==> config.mk <==
export PLATFORM = sky130hd
export DESIGN_NAME = compass_heading_hard_iron_cal_core
export DESIGN_NICKNAME = d
export VERILOG_FILES = /design/src/sv/hic_pkg.sv /design/src/sv/hic_cal.sv /design/src/sv/hic_cordic.sv /design/src/sv/compass_heading_hard_iron_cal_core.sv
export SDC_FILE = /design/constraint.sdc
export NUM_CORES = 1
export LEC_CHECK = 0
export ABC_AREA = 1
export BUFFER_PORTS_ARGS = -buffer_cell sky130_fd_sc_hd__buf_4
export CAP_MARGIN = 25
export CORE_ASPECT_RATIO = 1.5
export CORE_MARGIN = 1.5
export CORE_UTILIZATION = 50
export CTS_BUF_LIST = sky130_fd_sc_hd__clkbuf_2 sky130_fd_sc_hd__clkbuf_4 sky130_fd_sc_hd__clkbuf_8
export DETAILED_ROUTE_END_ITERATION = 10
export PLACE_DENSITY = 0.67
export SLEW_MARGIN = 40
export SYNTH_ARGS = -nofsm -noshare
export SYNTH_HDL_FRONTEND = slang
export SYNTH_SLANG_ARGS = --single-unit
==> constraint.sdc <==
create_clock -name clock -period 14.2 [get_ports clock]
set_input_delay 2.84 -clock clock [delete_from_list [all_inputs] [get_ports clock]]
set_output_delay 2.84 -clock clock [all_outputs]
set_load 0.05 [all_outputs]
==> src/sv/hic_pkg.sv <==
package hic_pkg;

   localparam int CORDIC_STEPS_DEF = 16;
   localparam int ATAN_ENTRIES = 24;
   localparam int ATAN_IDX_W = 5;
   localparam int CORDIC_W = 28;
   localparam int DIFF_W = 17;
   localparam int MAG_W = 16;
   localparam int HEAD_W = 12;
   localparam int ANG_W = 32;
   localparam int PROD_W = 44;

   localparam logic [1:0] KIND_SAMPLE = 2'd0;
   localparam logic [1:0] KIND_START = 2'd1;
   localparam logic [1:0] KIND_FINISH = 2'd2;

   localparam logic [ANG_W-1:0] HALF_TURN = 32'h8000_0000;
   localparam logic [PROD_W:0] ROUND_HALF = 45'h0_8000_0000;
   localparam logic [11:0] DEG_SCALE = 12'd3600;

   localparam logic [HEAD_W-1:0] HEAD_EAST = 12'd0;
   localparam logic [HEAD_W-1:0] HEAD_NORTH = 12'd900;
   localparam logic [HEAD_W-1:0] HEAD_WEST = 12'd1800;
   localparam logic [HEAD_W-1:0] HEAD_SOUTH = 12'd2700;
   localparam logic [HEAD_W-1:0] HEAD_MAX = 12'd3600;

   typedef struct packed {
      logic calibrating;
      logic signed [MAG_W-1:0] offset_x;
      logic signed [MAG_W-1:0] offset_y;
   } cal_status_type;

   typedef struct packed {
      logic load;
      logic [1:0] kind;
      logic signed [MAG_W-1:0] mag_x;
      logic signed [MAG_W-1:0] mag_y;
   } cal_event_type;

   function automatic logic [ANG_W-1:0] atan_turn(input logic [ATAN_IDX_W-1:0] idx);
      logic [ANG_W-1:0] val;
      case (idx)
         5'd0: val = 32'd536870912;
         5'd1: val = 32'd316933406;
         5'd2: val = 32'd167458907;
         5'd3: val = 32'd85004756;
         5'd4: val = 32'd42667331;
         5'd5: val = 32'd21354465;
         5'd6: val = 32'd10679838;
         5'd7: val = 32'd5340245;
         5'd8: val = 32'd2670163;
         5'd9: val = 32'd1335087;
         5'd10: val = 32'd667544;
         5'd11: val = 32'd333772;
         5'd12: val = 32'd166886;
         5'd13: val = 32'd83443;
         5'd14: val = 32'd41722;
         5'd15: val = 32'd20861;
         5'd16: val = 32'd10430;
         5'd17: val = 32'd5215;
         5'd18: val = 32'd2608;
         5'd19: val = 32'd1304;
         5'd20: val = 32'd652;
         5'd21: val = 32'd326;
         5'd22: val = 32'd163;
         5'd23: val = 32'd81;
         default: val = '0;
      endcase
      return val;
   endfunction

endpackage

==> src/sv/hic_cal.sv <==
module hic_cal (
   input  logic                   clock,
   input  logic                   reset,
   input  hic_pkg::cal_event_type evt,
   output hic_pkg::cal_status_type status
);
   import hic_pkg::*;

   logic calibrating_ff, calibrating_in;
   logic signed [MAG_W-1:0] x_lo_ff, x_lo_in, x_hi_ff, x_hi_in;
   logic signed [MAG_W-1:0] y_lo_ff, y_lo_in, y_hi_ff, y_hi_in;
   logic signed [MAG_W-1:0] off_x_ff, off_x_in, off_y_ff, off_y_in;
   logic signed [DIFF_W-1:0] sum_x, sum_y, half_x, half_y;

   always_comb begin
      sum_x = {x_hi_ff[MAG_W-1], x_hi_ff} + {x_lo_ff[MAG_W-1], x_lo_ff};
      sum_y = {y_hi_ff[MAG_W-1], y_hi_ff} + {y_lo_ff[MAG_W-1], y_lo_ff};
      // Adding the sign bit before the arithmetic shift makes the halving truncate toward zero.
      half_x = (sum_x + DIFF_W'(sum_x[DIFF_W-1])) >>> 1;
      half_y = (sum_y + DIFF_W'(sum_y[DIFF_W-1])) >>> 1;
   end

   always_comb begin
      calibrating_in = calibrating_ff;
      x_lo_in = x_lo_ff;
      x_hi_in = x_hi_ff;
      y_lo_in = y_lo_ff;
      y_hi_in = y_hi_ff;
      off_x_in = off_x_ff;
      off_y_in = off_y_ff;
      if (evt.load) begin
         unique case (evt.kind)
            KIND_SAMPLE: begin
               if (calibrating_ff) begin
                  if (evt.mag_x > x_hi_ff) x_hi_in = evt.mag_x;
                  if (evt.mag_x < x_lo_ff) x_lo_in = evt.mag_x;
                  if (evt.mag_y > y_hi_ff) y_hi_in = evt.mag_y;
                  if (evt.mag_y < y_lo_ff) y_lo_in = evt.mag_y;
               end
            end
            KIND_START: begin
               x_lo_in = '0;
               x_hi_in = '0;
               y_lo_in = '0;
               y_hi_in = '0;
               calibrating_in = 1'b1;
            end
            KIND_FINISH: begin
               off_x_in = half_x[MAG_W-1:0];
               off_y_in = half_y[MAG_W-1:0];
               calibrating_in = 1'b0;
            end
            default: begin
            end
         endcase
      end
   end

   always_ff @(posedge clock) begin
      if (reset) begin
         calibrating_ff <= 1'b0;
         x_lo_ff <= '0;
         x_hi_ff <= '0;
         y_lo_ff <= '0;
         y_hi_ff <= '0;
         off_x_ff <= '0;
         off_y_ff <= '0;
      end else begin
         calibrating_ff <= calibrating_in;
         x_lo_ff <= x_lo_in;
         x_hi_ff <= x_hi_in;
         y_lo_ff <= y_lo_in;
         y_hi_ff <= y_hi_in;
         off_x_ff <= off_x_in;
         off_y_ff <= off_y_in;
      end
   end

   assign status.calibrating = calibrating_ff;
   assign status.offset_x = off_x_ff;
   assign status.offset_y = off_y_ff;

endmodule

==> src/sv/hic_cordic.sv <==
module hic_cordic #(
   parameter int CORDIC_STEPS = hic_pkg::CORDIC_STEPS_DEF
) (
   input  logic                                 clock,
   input  logic                                 reset,
   input  logic                                 start,
   input  logic signed [hic_pkg::DIFF_W-1:0]    dx,
   input  logic signed [hic_pkg::DIFF_W-1:0]    dy,
   output logic                                 done,
   output logic [hic_pkg::HEAD_W-1:0]           heading
);
   import hic_pkg::*;

   localparam int STEP_W = $clog2(CORDIC_STEPS);
   localparam logic [STEP_W-1:0] LAST_STEP = STEP_W'(CORDIC_STEPS - 1);

   typedef enum logic [3:0] {
      CS_IDLE = 4'b0001,
      CS_ITER = 4'b0010,
      CS_MUL  = 4'b0100,
      CS_RND  = 4'b1000
   } cstate_type;

   cstate_type state_ff, state_in;
   logic [STEP_W-1:0] step_ff, step_in;
   logic done_ff, done_in;
   logic signed [CORDIC_W-1:0] x_ff, x_in, y_ff, y_in;
   logic [ANG_W-1:0] ang_ff, ang_in;
   logic [PROD_W-1:0] prod_ff, prod_in;
   logic [HEAD_W-1:0] head_ff, head_in;

   logic signed [CORDIC_W-1:0] dx_s, dy_s, sx, sy;
   logic [ANG_W-1:0] atan_val;
   logic [PROD_W:0] rounded;
   logic [HEAD_W:0] turn_t;

   always_comb begin
      dx_s = {{(CORDIC_W-DIFF_W-8){dx[DIFF_W-1]}}, dx, 8'b0};
      dy_s = {{(CORDIC_W-DIFF_W-8){dy[DIFF_W-1]}}, dy, 8'b0};
      sx = x_ff >>> step_ff;
      sy = y_ff >>> step_ff;
      atan_val = atan_turn(ATAN_IDX_W'(step_ff));
      rounded = {1'b0, prod_ff} + ROUND_HALF;
      turn_t = rounded[PROD_W:ANG_W];
   end

   always_comb begin
      state_in = state_ff;
      step_in = step_ff;
      done_in = 1'b0;
      x_in = x_ff;
      y_in = y_ff;
      ang_in = ang_ff;
      prod_in = prod_ff;
      head_in = head_ff;
      unique case (state_ff)
         CS_IDLE: begin
            if (start) begin
               step_in = '0;
               if (dy == '0) begin
                  head_in = dx[DIFF_W-1] ? HEAD_WEST : HEAD_EAST;
                  done_in = 1'b1;
               end else if (dx == '0) begin
                  head_in = dy[DIFF_W-1] ? HEAD_SOUTH : HEAD_NORTH;
                  done_in = 1'b1;
               end else begin
                  x_in = dx[DIFF_W-1] ? -dx_s : dx_s;
                  y_in = dx[DIFF_W-1] ? -dy_s : dy_s;
                  ang_in = dx[DIFF_W-1] ? HALF_TURN : '0;
                  state_in = CS_ITER;
               end
            end
         end
         CS_ITER: begin
            if (y_ff[CORDIC_W-1]) begin
               x_in = x_ff - sy;
               y_in = y_ff + sx;
               ang_in = ang_ff - atan_val;
            end else begin
               x_in = x_ff + sy;
               y_in = y_ff - sx;
               ang_in = ang_ff + atan_val;
            end
            step_in = step_ff + 1'b1;
            if (step_ff == LAST_STEP) state_in = CS_MUL;
         end
         CS_MUL: begin
            prod_in = PROD_W'(ang_ff) * PROD_W'(DEG_SCALE);
            state_in = CS_RND;
         end
         CS_RND: begin
            head_in = (turn_t > {1'b0, HEAD_MAX}) ? HEAD_MAX : turn_t[HEAD_W-1:0];
            done_in = 1'b1;
            state_in = CS_IDLE;
         end
         default: state_in = CS_IDLE;
      endcase
   end

   always_ff @(posedge clock) begin
      if (reset) begin
         state_ff <= CS_IDLE;
         done_ff <= 1'b0;
      end else begin
         state_ff <= state_in;
         done_ff <= done_in;
      end
   end

   always_ff @(posedge clock) begin
      step_ff <= step_in;
      x_ff <= x_in;
      y_ff <= y_in;
      ang_ff <= ang_in;
      prod_ff <= prod_in;
      head_ff <= head_in;
   end

   assign done = done_ff;
   assign heading = head_ff;

endmodule

==> src/sv/compass_heading_hard_iron_cal_core.sv <==
// Compass heading with hard-iron calibration.
// Each request beat carries a kind code and one X/Y magnetometer sample. A start
// beat clears the stored extremes and enters calibration, samples taken during
// calibration widen the extremes, and a finish beat commits the midpoints as
// offsets. Any other sample has the offsets removed and its heading found by an
// iterative CORDIC unit, returned in tenths of a degree with heading_valid set.
// Every request beat yields exactly one response beat carrying the offsets in use.
// Events and calibration samples pass through the emit state into the response
// register; samples on an axis get their heading directly from the CORDIC unit
// without rotating, and other samples pass through the one rotation stage that
// serves every step, followed by the degree scaling multiply and rounding.
// One request is in flight at a time, so req_ready is low from acceptance until
// the result has moved into the response register, and the next request can be
// accepted once it has.
// A response that the receiver stalls holds in the response register; a new
// request may be accepted meanwhile, and its result waits until the register frees.
// Reset clears calibration, the extremes and the offsets to zero and empties
// the response register.
module compass_heading_hard_iron_cal_core #(
   parameter int CORDIC_STEPS = hic_pkg::CORDIC_STEPS_DEF
) (
   input  logic                              clock,
   input  logic                              reset,
   input  logic                              req_valid,
   output logic                              req_ready,
   input  logic [1:0]                        req_kind,
   input  logic signed [hic_pkg::MAG_W-1:0]  req_mag_x,
   input  logic signed [hic_pkg::MAG_W-1:0]  req_mag_y,
   output logic                              rsp_valid,
   input  logic                              rsp_ready,
   output logic [hic_pkg::HEAD_W-1:0]        rsp_heading_tenths,
   output logic                              rsp_heading_valid,
   output logic signed [hic_pkg::MAG_W-1:0]  rsp_offset_x_out,
   output logic signed [hic_pkg::MAG_W-1:0]  rsp_offset_y_out
);
   import hic_pkg::*;

   typedef enum logic [2:0] {
      ST_IDLE = 3'b001,
      ST_RUN  = 3'b010,
      ST_EMIT = 3'b100
   } state_type;

   state_type state_ff, state_in;
   logic hv_ff, hv_in;
   logic rsp_valid_ff, rsp_valid_in;
   logic [HEAD_W-1:0] head_ff, head_in;
   logic hvalid_ff, hvalid_in;
   logic signed [MAG_W-1:0] offx_ff, offx_in, offy_ff, offy_in;

   logic accept, need_head, load_rsp, cordic_done;
   logic signed [DIFF_W-1:0] dx, dy;
   logic [HEAD_W-1:0] cordic_heading;
   cal_event_type cal_evt;
   cal_status_type cal_st;

   assign req_ready = (state_ff == ST_IDLE);
   assign accept = req_valid && req_ready;
   assign need_head = (req_kind == KIND_SAMPLE) && !cal_st.calibrating;
   assign load_rsp = (state_ff == ST_EMIT) && (!rsp_valid_ff || rsp_ready);

   assign dx = {req_mag_x[MAG_W-1], req_mag_x} - {cal_st.offset_x[MAG_W-1], cal_st.offset_x};
   assign dy = {req_mag_y[MAG_W-1], req_mag_y} - {cal_st.offset_y[MAG_W-1], cal_st.offset_y};

   assign cal_evt.load = accept;
   assign cal_evt.kind = req_kind;
   assign cal_evt.mag_x = req_mag_x;
   assign cal_evt.mag_y = req_mag_y;

   hic_cal u_cal (
      .clock  (clock),
      .reset  (reset),
      .evt    (cal_evt),
      .status (cal_st)
   );

   hic_cordic #(
      .CORDIC_STEPS (CORDIC_STEPS)
   ) u_cordic (
      .clock   (clock),
      .reset   (reset),
      .start   (accept && need_head),
      .dx      (dx),
      .dy      (dy),
      .done    (cordic_done),
      .heading (cordic_heading)
   );

   always_comb begin
      state_in = state_ff;
      hv_in = hv_ff;
      unique case (state_ff)
         ST_IDLE: begin
            if (accept) begin
               hv_in = need_head;
               state_in = need_head ? ST_RUN : ST_EMIT;
            end
         end
         ST_RUN: begin
            if (cordic_done) state_in = ST_EMIT;
         end
         ST_EMIT: begin
            if (load_rsp) state_in = ST_IDLE;
         end
         default: state_in = ST_IDLE;
      endcase
   end

   always_comb begin
      rsp_valid_in = load_rsp || (rsp_valid_ff && !rsp_ready);
      head_in = head_ff;
      hvalid_in = hvalid_ff;
      offx_in = offx_ff;
      offy_in = offy_ff;
      if (load_rsp) begin
         head_in = hv_ff ? cordic_heading : '0;
         hvalid_in = hv_ff;
         offx_in = cal_st.offset_x;
         offy_in = cal_st.offset_y;
      end
   end

   always_ff @(posedge clock) begin
      if (reset) begin
         state_ff <= ST_IDLE;
         rsp_valid_ff <= 1'b0;
      end else begin
         state_ff <= state_in;
         rsp_valid_ff <= rsp_valid_in;
      end
   end

   always_ff @(posedge clock) begin
      hv_ff <= hv_in;
      head_ff <= head_in;
      hvalid_ff <= hvalid_in;
      offx_ff <= offx_in;
      offy_ff <= offy_in;
   end

   assign rsp_valid = rsp_valid_ff;
   assign rsp_heading_tenths = head_ff;
   assign rsp_heading_valid = hvalid_ff;
   assign rsp_offset_x_out = offx_ff;
   assign rsp_offset_y_out = offy_ff;

endmodule

==> metrics.cfg <==
[die]
rows=112
die_h_um=309
initial_core_util=0.504
dieArea_um2=64000
boundaryPins=85
die_w_um=207
coreArea_um2=61900

[clock_tree]
cts.sinks=299
root_buffer=clkbuf_8
holdBufCountCts=0
htree_num_levels=2
cts_resized=0
cts_setup_buffers=0
clock_latency_ns=0.70
cts_made_buffers=51
cts_tree=done
clkSlewWorstSetupHoldPaths_ns=0.06
clockBufferDepth=3

[yosys]
synth-seq-area-share=0.244
synth_edf_count=163
ys.flop_type=edfxtp_1
synth.distinct_cells=61
netlist_instances=4622
syn_area_um2=31200
ys_ff_latch=299
ys_warn_count=0
avgSynthCellArea_um2=6.76
synth_nets=5062
async_flop_share=0

[power_and_ir_drop]
p_leak_uw=0.0163
power_frac_comb=0.611
sw_frac_of_total=0.500
p_clk_frac=0.167
p_int_uw=2670
power_switching_uw=2670
power_per_cell_area_nw_per_um2=159
p_total_uw=5350
peakVddDrop_uv=92.5
seqPwrFrac=0.222

[critical_path]
crit_path_top_delay_cell=buf_4
crit_path_end_kind=register
critical_path_class=in2reg
required_ns=14.49
critPathLaunchType=primary input
crit_chain=buf_4 > inv_1 > ha_1 > fa_1 > inv_1 > nand3_1 > nand2_1 > nand2_1 > nand2_1 > nand3_1 > a21oi_1 > xor2_1 > inv_1 > ha_1 > inv_1 > nand2_1 > a21oi_4 > buf_4 > buf_4
cp_max_fo=46
critPathBufInv=7
max_stage_delay_ns=0.66
cp_data_arrival_time_ns=6.85
critical_path.top_delay_family=buffers and inverters

[sta]
hold_viol=0
fmax_ghz=0.152
rsz0062_at_grt=false
setup_viol=0
min_period_ns=6.56
fin_crit_sh=0.462
max_slew_margin=0.445
hold_slack_ns=0.435
drv_slew=0
worst_pin_slew_ns=0.832
finalSetupTns_ns=0
fin_skew_ns=0.0456

[layout]
layout-drive-gt1-share=0.0603
synthToLayoutAreaGrowth_pct=7.64
regArea_um2=7620
n_fill_cell=6255
final_area_um2=33600
multiInputGateArea_um2=20600
layout.nets=5108
stdcell_count=5509

[placement]
dpl.hpwl_mm=73.9
dp.cells=5413
dpl_cell_area_um2=32500
port-buffer-count=84
routabilityCongestion=0.934

[detailed_routing]
dr.pass1.iters=6
wl_per_cell_um=16.8
drtAntennaViolNets=0
drt_iter0_markers=1600
viasPerCell=5.47
wirelength_mm=92.7
vias=30100
drc=0

[flow_run]
maxCapViolCount=0

[grt]
gr-total-overflow=0
grt_max_degree=67
antenna_found_initial=1
grt_pass1_vias=29400
grt_util_all_layers=0.287
grt_pass1_wl_mm=148

[hold_path]
hold_path_class=reg2reg

[outcome]
status=complete, no violations

## per-stage QoR
stage	utilization	worst slack, ns
after floorplan	-	4.54
after global placement	0.524	7.06
after detailed placement	0.524	6.98
after CTS	0.543	7.68
after global routing	0.543	7.40
final	0.543	7.64
## layout make-up
cell class,instances,share of cell area
Clock buffer,65,0.0249
Tap cell,798,0.0297
Timing Repair Buffer,101,0.0226
Antenna cell,1,0.0000744
Clock inverter,30,0.00901
Sequential cell,299,0.227
Multi-Input combinational cell,3553,0.613
Inverter,662,0.0741
## registers in the layout, indices dropped and copies added, names as in the netlist, 3 cells and up
signal and cells:
u_cal.off_x_ff 16, rsp_heading_tenths 12, rsp_offset_x_out 16, state_ff 3
u_cordic.state_ff 4, u_cordic.y_ff 28, u_cordic.heading 12, u_cal.x_hi_ff 16
u_cordic.atan_val 30, u_cordic.step_ff 4, u_cal.y_lo_ff 16, u_cal.y_hi_ff 16
u_cordic.x_ff 28, u_cordic.prod_ff 13, u_cordic.ang_ff 32, rsp_offset_y_out 16
u_cal.x_lo_ff 16, u_cal.off_y_ff 16
## cells in the final DEF, fill, tap and decap left out, types with 56 or more instances in the layout
master,Yosys,final
xor2_1,92,92
nand2_1,1120,1118
inv_1,649,648
nand3_1,400,400
dfxtp_1,136,136
nor2_1,454,454
a21oi_1,374,372
ha_1,340,340
clkbuf_8,0,56
buf_4,4,101
fa_1,62,62
edfxtp_1,163,163
o21ai_0,277,276
## final timing paths
path	from	endpoint	slack, ns	depth (start not counted)
min	u_cal.off_y_ff[12]$_SDFFE_PP0P_	rsp_offset_y_out[12]$_DFFE_PP_	0.44	0
max	req_mag_y[0]	u_cordic.ang_ff[3]$_SDFFCE_PN0P_	7.64	19
min reg2reg	u_cal.off_y_ff[12]$_SDFFE_PP0P_	rsp_offset_y_out[12]$_DFFE_PP_	0.44	0
max reg2reg	u_cordic.step_ff[0]$_DFFE_PP_	u_cordic.y_ff[21]$_DFFE_PP_	8.24	30
## cell families after synthesis
family / share of synthesized area
flops: 0.244
buf+inv: 0.0980
fa+ha+maj: 0.176
compound gates: 0.144
mux: 0.000321
simple gates: 0.298
xor+xnor: 0.0398
## per-layer routing
metal,vias up,GRT usage,wire (um)
met5,-,0,0
li1,15400,-,-
met3,294,0.0348,3480
met1,13700,0.292,34600
met4,0,0.177,6220
met2,743,0.553,48400
## synth_stat cells (6+ instances only)
master,instances,share of area
clkbuf_1,54,0.0065
o211ai_1,15,0.0036
dfxtp_1,136,0.087
nand3b_1,20,0.0048
a21boi_0,7,0.0017
buf_2,30,0.0048
nand2_1,1120,0.13
o21ai_1,25,0.0040
edfxtp_1,163,0.16
o21ai_0,277,0.044
a211oi_1,8,0.0019
xnor2_1,50,0.014
nand3_2,9,0.0029
nor4_1,11,0.0022
a31oi_1,24,0.0048
nor3_1,52,0.0083
a21o_1,12,0.0029
xor2_1,92,0.026
nor2_1,454,0.055
ha_1,340,0.14
inv_1,649,0.078
o21a_1,22,0.0053
inv_2,10,0.0012
o31ai_1,9,0.0022
buf_6,11,0.0040
buf_1,7,0.00084
nand4_1,50,0.010
nand3_1,400,0.064
nand2_2,20,0.0040
a21oi_1,374,0.060
fa_1,62,0.040
o21bai_1,20,0.0048
o21ai_2,6,0.0017
or2_2,9,0.0018
nor2_2,13,0.0026
## power groups by stage
stage	registers (uW)	logic (uW)	clock network, uW
after global placement	1200	3220	0
after CTS	1190	3260	914
after floorplan	1180	2430	0
final	1190	3270	892
after global routing	1200	3730	942
after detailed placement	1200	3230	0
## worst register-to-register path: cells and delay by family, from the launching register on
family | cells | cell delay (ns)
AO/OA/AOI/OAI | 3 | 0.71
XOR/XNOR | 1 | 0.20
adder cells (fa/ha/maj) | 2 | 0.55
buffers and inverters | 4 | 1.50
flip-flops | 1 | 0.33
AND/OR/NAND/NOR | 20 | 2.45
No activity file was read; power rests on OpenSTA's default activity.
